<file path="src/disjoint_set_union_table_assert.svh">
// ----------------------------------------------------------------------------
// Disjoint-set table assertion macros
// Shorthand for the concurrent checks used inside the table's RTL.
// ----------------------------------------------------------------------------
`ifndef DISJOINT_SET_UNION_TABLE_ASSERT_SVH
`define DISJOINT_SET_UNION_TABLE_ASSERT_SVH

// Same-cycle implication, disabled while reset is asserted.
`define DSU_ASSERT_IMP(label, clk_s, rst_n_s, ante, cons) \
	label: assert property (@(posedge clk_s) disable iff (!rst_n_s) (ante) |-> (cons)) \
		else $error("disjoint set table: check failed");

// Next-cycle implication, disabled while reset is asserted.
`define DSU_ASSERT_NXT(label, clk_s, rst_n_s, ante, cons) \
	label: assert property (@(posedge clk_s) disable iff (!rst_n_s) (ante) |=> (cons)) \
		else $error("disjoint set table: check failed");

`endif

</file>
<file path="src/dsu_pkg.sv">
// ----------------------------------------------------------------------------
// Disjoint-set table package
// Sizes, beat payload types, table entry format and register map.
// ----------------------------------------------------------------------------
`default_nettype none

package dsu_pkg;

	localparam int MAX_ELEMENTS = 1024;
	localparam int IDX_W        = 10;
	localparam int CNT_W        = 11;
	localparam int REG_ADDR_W   = 3;

	localparam logic [REG_ADDR_W-3:0] REG_ELEMENT_COUNT = 1'd0;
	localparam logic [CNT_W-1:0]      COUNT_RESET       = CNT_W'(MAX_ELEMENTS);

	localparam logic REQ_QUERY = 1'b0;
	localparam logic REQ_UNITE = 1'b1;

	typedef struct packed {
		logic             req_type;
		logic [IDX_W-1:0] first_index;
		logic [IDX_W-1:0] second_index;
	} req_t;

	typedef struct packed {
		logic [IDX_W-1:0] first_root;
		logic [IDX_W-1:0] second_root;
		logic             already_same;
		logic             merged;
		logic [CNT_W-1:0] set_size;
		logic             bad_index;
	} rsp_t;

	// A root holds its set size in val; any other entry holds its parent link.
	typedef struct packed {
		logic             root;
		logic [CNT_W-1:0] val;
	} entry_t;

	typedef struct packed {
		logic             we;
		logic [IDX_W-1:0] waddr;
		logic [IDX_W-1:0] raddr;
		entry_t           wdata;
	} tbl_req_t;

endpackage

`default_nettype wire

</file>
<file path="src/dsu_ctrl.sv">
// ----------------------------------------------------------------------------
// Disjoint-set table sequencer
// Walks both parent chains, compresses them, and links roots on a unite.
// ----------------------------------------------------------------------------
`default_nettype none
`include "disjoint_set_union_table_assert.svh"

module dsu_ctrl (
	input  wire logic                      clk,
	input  wire logic                      arst_n,
	input  wire logic                      req_valid,
	input  wire dsu_pkg::req_t             req,
	input  wire logic [dsu_pkg::CNT_W-1:0] count,
	input  wire logic                      res_ready,
	input  wire dsu_pkg::entry_t           rd,
	output logic                           idle,
	output dsu_pkg::tbl_req_t              tbl,
	output logic                           res_valid,
	output dsu_pkg::rsp_t                  res
);
	import dsu_pkg::*;

	typedef enum logic [8:0] {
		ST_CLEAR       = 9'b000000001,
		ST_IDLE        = 9'b000000010,
		ST_FIND_A      = 9'b000000100,
		ST_COMP_A      = 9'b000001000,
		ST_FIND_B      = 9'b000010000,
		ST_COMP_B      = 9'b000100000,
		ST_UNITE_ROOT  = 9'b001000000,
		ST_UNITE_LINK  = 9'b010000000,
		ST_DONE        = 9'b100000000
	} state_t;

	state_t           state_q;
	logic [IDX_W-1:0] clr_q;
	logic             type_q;
	logic [IDX_W-1:0] a_q;
	logic [IDX_W-1:0] b_q;
	logic [IDX_W-1:0] cur_q;
	logic [IDX_W-1:0] ra_q;
	logic [IDX_W-1:0] rb_q;
	logic [CNT_W-1:0] size_a_q;
	logic [CNT_W-1:0] size_b_q;
	logic             a_small_q;
	logic             same_q;
	logic             merged_q;
	logic             bad_q;

	logic [IDX_W-1:0] link;
	logic [CNT_W-1:0] cnt_eff;
	logic             bad;
	logic [CNT_W-1:0] sum;
	logic [IDX_W-1:0] big;
	logic [IDX_W-1:0] small_root;

	assign link       = rd.val[IDX_W-1:0];
	assign cnt_eff    = (count > CNT_W'(MAX_ELEMENTS)) ? CNT_W'(MAX_ELEMENTS) : count;
	assign bad        = ({1'b0, req.first_index} >= cnt_eff)
		|| ({1'b0, req.second_index} >= cnt_eff);
	assign sum        = size_a_q + size_b_q;
	assign big        = a_small_q ? rb_q : ra_q;
	assign small_root = a_small_q ? ra_q : rb_q;
	assign idle       = (state_q == ST_IDLE);
	assign res_valid  = (state_q == ST_DONE);

	always_comb begin
		tbl.we    = 1'b0;
		tbl.waddr = cur_q;
		tbl.raddr = cur_q;
		tbl.wdata = '{root: 1'b0, val: CNT_W'(ra_q)};
		case (state_q)
			ST_CLEAR: begin
				tbl.we    = 1'b1;
				tbl.waddr = clr_q;
				tbl.wdata = '{root: 1'b1, val: CNT_W'(1)};
			end
			ST_IDLE: begin
				tbl.raddr = req.first_index;
			end
			ST_FIND_A: begin
				tbl.raddr = rd.root ? a_q : link;
			end
			ST_FIND_B: begin
				tbl.raddr = rd.root ? b_q : link;
			end
			ST_COMP_A: begin
				if (rd.root) begin
					tbl.raddr = b_q;
				end else begin
					tbl.we    = 1'b1;
					tbl.raddr = link;
					tbl.wdata = '{root: 1'b0, val: CNT_W'(ra_q)};
				end
			end
			ST_COMP_B: begin
				if (!rd.root) begin
					tbl.we    = 1'b1;
					tbl.raddr = link;
					tbl.wdata = '{root: 1'b0, val: CNT_W'(rb_q)};
				end
			end
			ST_UNITE_ROOT: begin
				tbl.we    = 1'b1;
				tbl.waddr = big;
				tbl.wdata = '{root: 1'b1, val: sum};
			end
			ST_UNITE_LINK: begin
				tbl.we    = 1'b1;
				tbl.waddr = small_root;
				tbl.wdata = '{root: 1'b0, val: CNT_W'(big)};
			end
			default: begin
			end
		endcase
	end

	always_ff @(posedge clk or negedge arst_n) begin
		if (!arst_n) begin
			state_q <= ST_CLEAR;
			clr_q   <= '0;
		end else begin
			case (state_q)
				ST_CLEAR: begin
					clr_q <= clr_q + 1'b1;
					if (clr_q == IDX_W'(MAX_ELEMENTS - 1)) begin
						state_q <= ST_IDLE;
					end
				end
				ST_IDLE: begin
					if (req_valid) begin
						state_q <= bad ? ST_DONE : ST_FIND_A;
					end
				end
				ST_FIND_A: begin
					if (rd.root) begin
						state_q <= ST_COMP_A;
					end
				end
				ST_COMP_A: begin
					if (rd.root) begin
						state_q <= ST_FIND_B;
					end
				end
				ST_FIND_B: begin
					if (rd.root) begin
						state_q <= ST_COMP_B;
					end
				end
				ST_COMP_B: begin
					if (rd.root) begin
						state_q <= (type_q == REQ_UNITE && ra_q != rb_q) ? ST_UNITE_ROOT : ST_DONE;
					end
				end
				ST_UNITE_ROOT: begin
					state_q <= ST_UNITE_LINK;
				end
				ST_UNITE_LINK: begin
					state_q <= ST_DONE;
				end
				ST_DONE: begin
					if (res_ready) begin
						state_q <= ST_IDLE;
					end
				end
				default: begin
					state_q <= ST_IDLE;
				end
			endcase
		end
	end

	always_ff @(posedge clk) begin
		case (state_q)
			ST_IDLE: begin
				type_q <= req.req_type;
				a_q    <= req.first_index;
				b_q    <= req.second_index;
				cur_q  <= req.first_index;
				bad_q  <= bad;
			end
			ST_FIND_A: begin
				if (rd.root) begin
					ra_q     <= cur_q;
					size_a_q <= rd.val;
					cur_q    <= a_q;
				end else begin
					cur_q <= link;
				end
			end
			ST_COMP_A: begin
				cur_q <= rd.root ? b_q : link;
			end
			ST_FIND_B: begin
				if (rd.root) begin
					rb_q     <= cur_q;
					size_b_q <= rd.val;
					cur_q    <= b_q;
				end else begin
					cur_q <= link;
				end
			end
			ST_COMP_B: begin
				if (rd.root) begin
					same_q    <= (ra_q == rb_q);
					merged_q  <= (type_q == REQ_UNITE && ra_q != rb_q);
					a_small_q <= (size_a_q < size_b_q);
				end else begin
					cur_q <= link;
				end
			end
			ST_UNITE_LINK: begin
				size_a_q <= sum;
				if (a_small_q) begin
					ra_q <= rb_q;
				end else begin
					rb_q <= ra_q;
				end
			end
			default: begin
			end
		endcase
	end

	always_comb begin
		if (bad_q) begin
			res = '{first_root: '0, second_root: '0, already_same: 1'b0, merged: 1'b0,
				set_size: '0, bad_index: 1'b1};
		end else begin
			res = '{first_root: ra_q, second_root: rb_q, already_same: same_q,
				merged: merged_q, set_size: size_a_q, bad_index: 1'b0};
		end
	end

	`DSU_ASSERT_IMP(a_comp_spares_root, clk, arst_n, tbl.we && (state_q == ST_COMP_A), tbl.waddr != ra_q)
	`DSU_ASSERT_IMP(a_merge_one_root, clk, arst_n, res_valid && res.merged, res.first_root == res.second_root)
	`DSU_ASSERT_IMP(a_size_nonzero, clk, arst_n, res_valid && !res.bad_index, res.set_size != '0)
	`DSU_ASSERT_NXT(a_accept_leaves_idle, clk, arst_n, idle && req_valid, state_q != ST_IDLE)

endmodule

`default_nettype wire

</file>
<file path="config.mk">
export PLATFORM = sky130hd
export DESIGN_NAME = dsu_ctrl
export DESIGN_NICKNAME = d
export VERILOG_FILES = /design/src/dsu_pkg.sv /design/src/dsu_ctrl.sv
export VERILOG_INCLUDE_DIRS = /design/src /design/src/src
export SDC_FILE = /design/constraint.sdc
export NUM_CORES = 1
export LEC_CHECK = 0
export BUFFER_PORTS_ARGS = -buffer_cell sky130_fd_sc_hd__buf_2
export CORE_ASPECT_RATIO = 0.7
export CORE_MARGIN = 2
export CORE_UTILIZATION = 45
export CTS_CLUSTER_DIAMETER = 40
export DETAILED_ROUTE_END_ITERATION = 16
export HOLD_SLACK_MARGIN = 0.1
export PLACE_DENSITY = 0.69
export REMOVE_ABC_BUFFERS = 1
export SETUP_SLACK_MARGIN = 0.05
export SYNTH_ARGS = -nofsm -noshare
export SYNTH_HDL_FRONTEND = slang
export SYNTH_SLANG_ARGS = --single-unit
export TNS_END_PERCENT = 10
</file>
<file path="constraint.sdc">
create_clock -name clk -period 7.25 [get_ports clk]
set_clock_uncertainty 0.1 [all_clocks]
set_input_delay 0.725 -clock clk [delete_from_list [all_inputs] [get_ports clk]]
set_output_delay 0.725 -clock clk [all_outputs]
set_load 0.005 [all_outputs]
</file>
Word level (Yosys, flattened, before mapping)
Cells that the tools add are included.

cells by class
  add/sub/neg operators = 2
  magnitude comparators = 4
  eq/ne operators = 20
  muxes and demuxes = 29
  reductions and logical operators = 14

operators by type and width
  kind                                                    count
  two-way mux 9 bit                                       9
  case mux 9 bit (9 select lines)                         1
  case mux 10 bit (4 select lines)                        2
  two-way mux 10 bit                                      6
  case mux 12 bit (4 select lines)                        1
  case mux 10 bit (2 select lines)                        2
  two-way mux 34 bit                                      1
  case mux 10 bit (3 select lines)                        1
  >= comparator 10 x 11 -> 1 bit                          2
  two-way mux 11 bit                                      2
  two-way mux 22 bit                                      1
  case mux 11 bit (2 select lines)                        1
  != test 2 bit (second input constant)                   8
  adder 11 bit                                            1
  greater-than comparator 11 bit (second input constant)  1
  < comparator 11 bit                                     1
  adder 10 x 1 -> 10 bit (second input constant)          1
  equality test 10 bit                                    1
  equality test 10 bit (second input constant)            1
  != test 10 bit                                          1
  AND reduction 2 bit                                     5
  equality test 9 x 1 -> 1 bit (second input constant)    1
  equality test 9 x 2 -> 1 bit (second input constant)    1
  equality test 9 x 3 -> 1 bit (second input constant)    1
  other kinds (15)                                        17

storage, ports and cells
  register bits after elaboration = 96
  input port bits = 48
  output and inout port bits = 69
  logic and storage cells = 83

Longest topological paths before layout
  word-level depth = 7
  mapped depth = 11

Worst setup path after synthesis
OpenSTA, ideal clock, no wires.

  path type = register to output
  start point = register state_q[4]
  end point = output tbl[12] (netlist name)
  arrival = 2.528 ns
  required time = 6.425 ns
  setup slack = 3.897 ns
  cell stages (with the launch flop) = 10
  buffers on the path = 2
  cell sequence = dfrtp_1 > buf_6 > or4_4 > nand2b_4 > buf_6 > nor3_4 > nor2_1 > a21oi_1 > nor2b_1 > nand3b_1

RTL lines
  what                    line             RTL
  from (decl)             dsu_ctrl.sv:35   state_t state_q;
  from (signal assigned)  dsu_ctrl.sv:132  state_q <= bad ? ST_DONE : ST_FIND_A;
  from (signal assigned)  dsu_ctrl.sv:152  state_q <= (type_q == REQ_UNITE && ra_q != rb_q) ? ST_UNITE_ROOT : ST_DONE;
  to (decl)               dsu_ctrl.sv:17   output dsu_pkg::tbl_req_t tbl,

==> qor.txt <==
# nets final: 858
Number of buffers created by CTS: 9
Static power due to leakage: 0.003246 µW
Final instance area: 0.007620 mm²
Crit path launch: state_q[4]
Pwr dens: 292.4 mW/mm²
Vias per Instance: 5.837
Run status: complete, no violations
Standard cell core area: 0.01454 mm²
CTS H-Tree Depth: 3
Unrepaired setup endpoints after global routing: false
Most common cell after layout, fill and taps aside: buf_2
Port Buffers: 116
Routed WL per cell: 19.08 µm
Number of violations reported at the end of detailed-routing iteration 0: 585
Final weighted congestion in routability-driven placement: 0.9058
Internal Power: 1418 µW
Startpoint of the worst-slack reg-to-reg timing path: state_q[4]
Final critical-path share of the clock period: 66.09%
Sum of net half-perimeters after detailed placement: 13.83 mm
Insertion delay to the later sink of the worst-skew pair: 350 ps
Count of endpoints failing setup in the final report: 0
Antenna viol nets, final: 0
Sequential share of power: 40.6%
Power spent charging and discharging nets: 809.7 µW
Number of global-route vias before repair: 5198
Final worst path period need: 4792 ps
Antenna cells: 0
Clock root buffer: clkbuf_16
Combinational share of power: 36.2%
Number of antenna violations at the first check in global routing: 0
Final number of hold-violating endpoints: 0
Site row count: 37
Fraction of power consumed by the clock network: 23.2%
Seq cells post-synth: 96
Length in cells of the worst reg-to-reg path: 5
Area of the die: 0.01569 mm²
Worst min-delay path class: in2async
Area post-placement: 0.007300 mm²
Total Routed Length: 18.45 mm
Maximum number of pins on one net before global-route repair: 38
Post-CTS setup-driven buffer insertion count: 0
Sequential area share after synthesis: 42.20%
Startpoint type of the worst setup path: flip-flop
Synthesized netlist cell count: 673
CP Data Required Time: 6420 ps
Worst-path fanout max: 15
DRT Pass-1 Iters: 5
Most used cells in the layout excluding fill and tap cells: 116 x buf_2, 79 x nand2_1, 77 x edfxtp_1
Post-synthesis cell type count: 67
Global-route wire length before repair: 28.65 mm
CTS Hold Buffers Added: 0
Clock-pin slew on the worst setup and hold paths: 70 ps
Area growth from synthesis to layout: 15.30%
Primary FF master, synth: edfxtp_1
Tightest slew margin relative to the limit: 27.99%
Final max-slew violation count: 0
Startpoint-to-endpoint class of the critical path: reg2out
Worst path arrival time: 3970 ps
Overall fraction of global-route tracks in use: 23.76%
Remaining global-route overflow: 0
Capturing point of the worst reg2reg path: cur_q[9]
Switching part of the total power: 36.35%
Proportion of synthesized flip-flops having asynchronous set or reset: 19.79%
CTS tree: built
Area of the mapped netlist: 0.006609 mm²
Post-cts resize count: 0
Via count: 5644
Worst Tran Pin Value: 1080 ps
Max clock buf depth: 2
Max-cap viol count: 0
Die width: 148.8 µm
Accumulated negative setup slack: 0 ps
Flop2flop setup slack: 3660 ps
Synthesized area divided by synthesized cell count: 9.820 µm²
Y dimension of the die: 105.4 µm
Crit path capture type: output pin
Initial core utilization: 45.46%
Top-level port count: 117
Warning count from the yosys run: 0
Number of flops mapped to enable cells by yosys: 77
Clk sinks: 96
Count of unresolved DRC violations after routing: 0
Share of post-route cells with drive strength above 1: 19.56%
Peak supply drop: 0.1417 mV
Fmax: 208.7 MHz
-- kinds of logic after synthesis --
family	count (synthesis)	share of synthesized area [%]
adders and majority gates	43	8.254
buffers and inverters	67	4.468
DFF	96	42.20
muxes	14	2.139
AOI/OAI and AO/OA	172	17.82
and+or+nand+nor	249	20.88
xor gates and xnor gates	32	4.241
-- Yosys cell counts (all sizes together) (7+ instances only) --
cell	instances	area share, %
nor2	37	2.2
and3	11	1.0
a211o	10	1.3
mux2i	13	2.0
xnor2	19	2.5
nor2b	40	3.8
a21oi	32	2.4
inv	27	1.5
a22o	10	1.3
clkbuf	25	1.4
nand4	8	0.76
a221oi	11	1.5
dfrtp	18	6.8
ha	42	8.0
edfxtp	77	35
a22oi	24	2.7
o21ai	43	3.3
nand2b	22	2.2
nand3	10	0.83
a221o	10	1.5
nand3b	12	1.4
nand2	79	4.5
buf	14	1.4
nor3	7	0.70
xor2	13	1.7
-- critical path: stages (launching register included) --
cell and delay (ps):
dfrtp_1 470, or4_4 570, nand2b_4 230, nor3_4 550, nor2_1 390, a21oi_1 900
nor2b_1 100, nand3b_1 250, buf_2 160
-- flip-flops by register name, indices dropped and copies added (netlist names) --
register / count
same_q: 1
cur_q: 10
a_q: 10
merged_q: 1
a_small_q: 1
clr_q: 10
ra_q: 10
b_q: 10
rb_q: 10
size_a_q: 11
type_q: 1
bad_q: 1
size_b_q: 11
state_q: 9
-- worst max path at each step --
stage	cells past startpoint	to
after global routing	8	tbl[12]
final	8	tbl[12]
after floorplan	7	tbl[21]
after global placement	8	tbl[12]
after CTS	8	tbl[12]
after detailed placement	8	tbl[12]
-- final cells by class --
| type | instances | area (µm²) |
|---|---|---|
| clock inverter | 6 | 91.34 |
| fill | 1311 | 6917 |
| multi-input combinational | 510 | 3531 |
| clock buffer | 10 | 229.0 |
| tap | 195 | 244.0 |
| timing repair buffer | 122 | 625.6 |
| inverter | 28 | 110.1 |
| sequential | 96 | 2789 |
-- metrics by stage --
stage	hold WS, ps	setup slack, ps	instances	utilization [%]	power (µW)
finish	217.7	2458	967	52.42	2228
global route	255.3	2186	967	52.42	2353
CTS	230.8	2487	967	52.42	2231
detailed placement	393.8	2871	951	50.22	1714
global placement	389.4	2990	951	50.22	1695
floorplan	329.4	3590	634	-	1346
-- power groups by stage --
| stage | Sequential [µW] | Combinational (µW) | Clock, µW |
|---|---|---|---|
| final | 905 | 805 | 517 |
| after global routing | 921 | 886 | 547 |
| after CTS | 906 | 802 | 523 |
| after detailed placement | 917 | 797 | 0 |
| after global placement | 910 | 786 | 0 |
| after floorplan | 857 | 489 | 0 |
-- routing by layer --
metal	share of wire, %	track usage, %
met1	46	35.54
met4	1.2	5.850
met5	0	0
met3	9.1	4.848
met2	44	35.25
No activity file was read; power rests on OpenSTA's default activity.
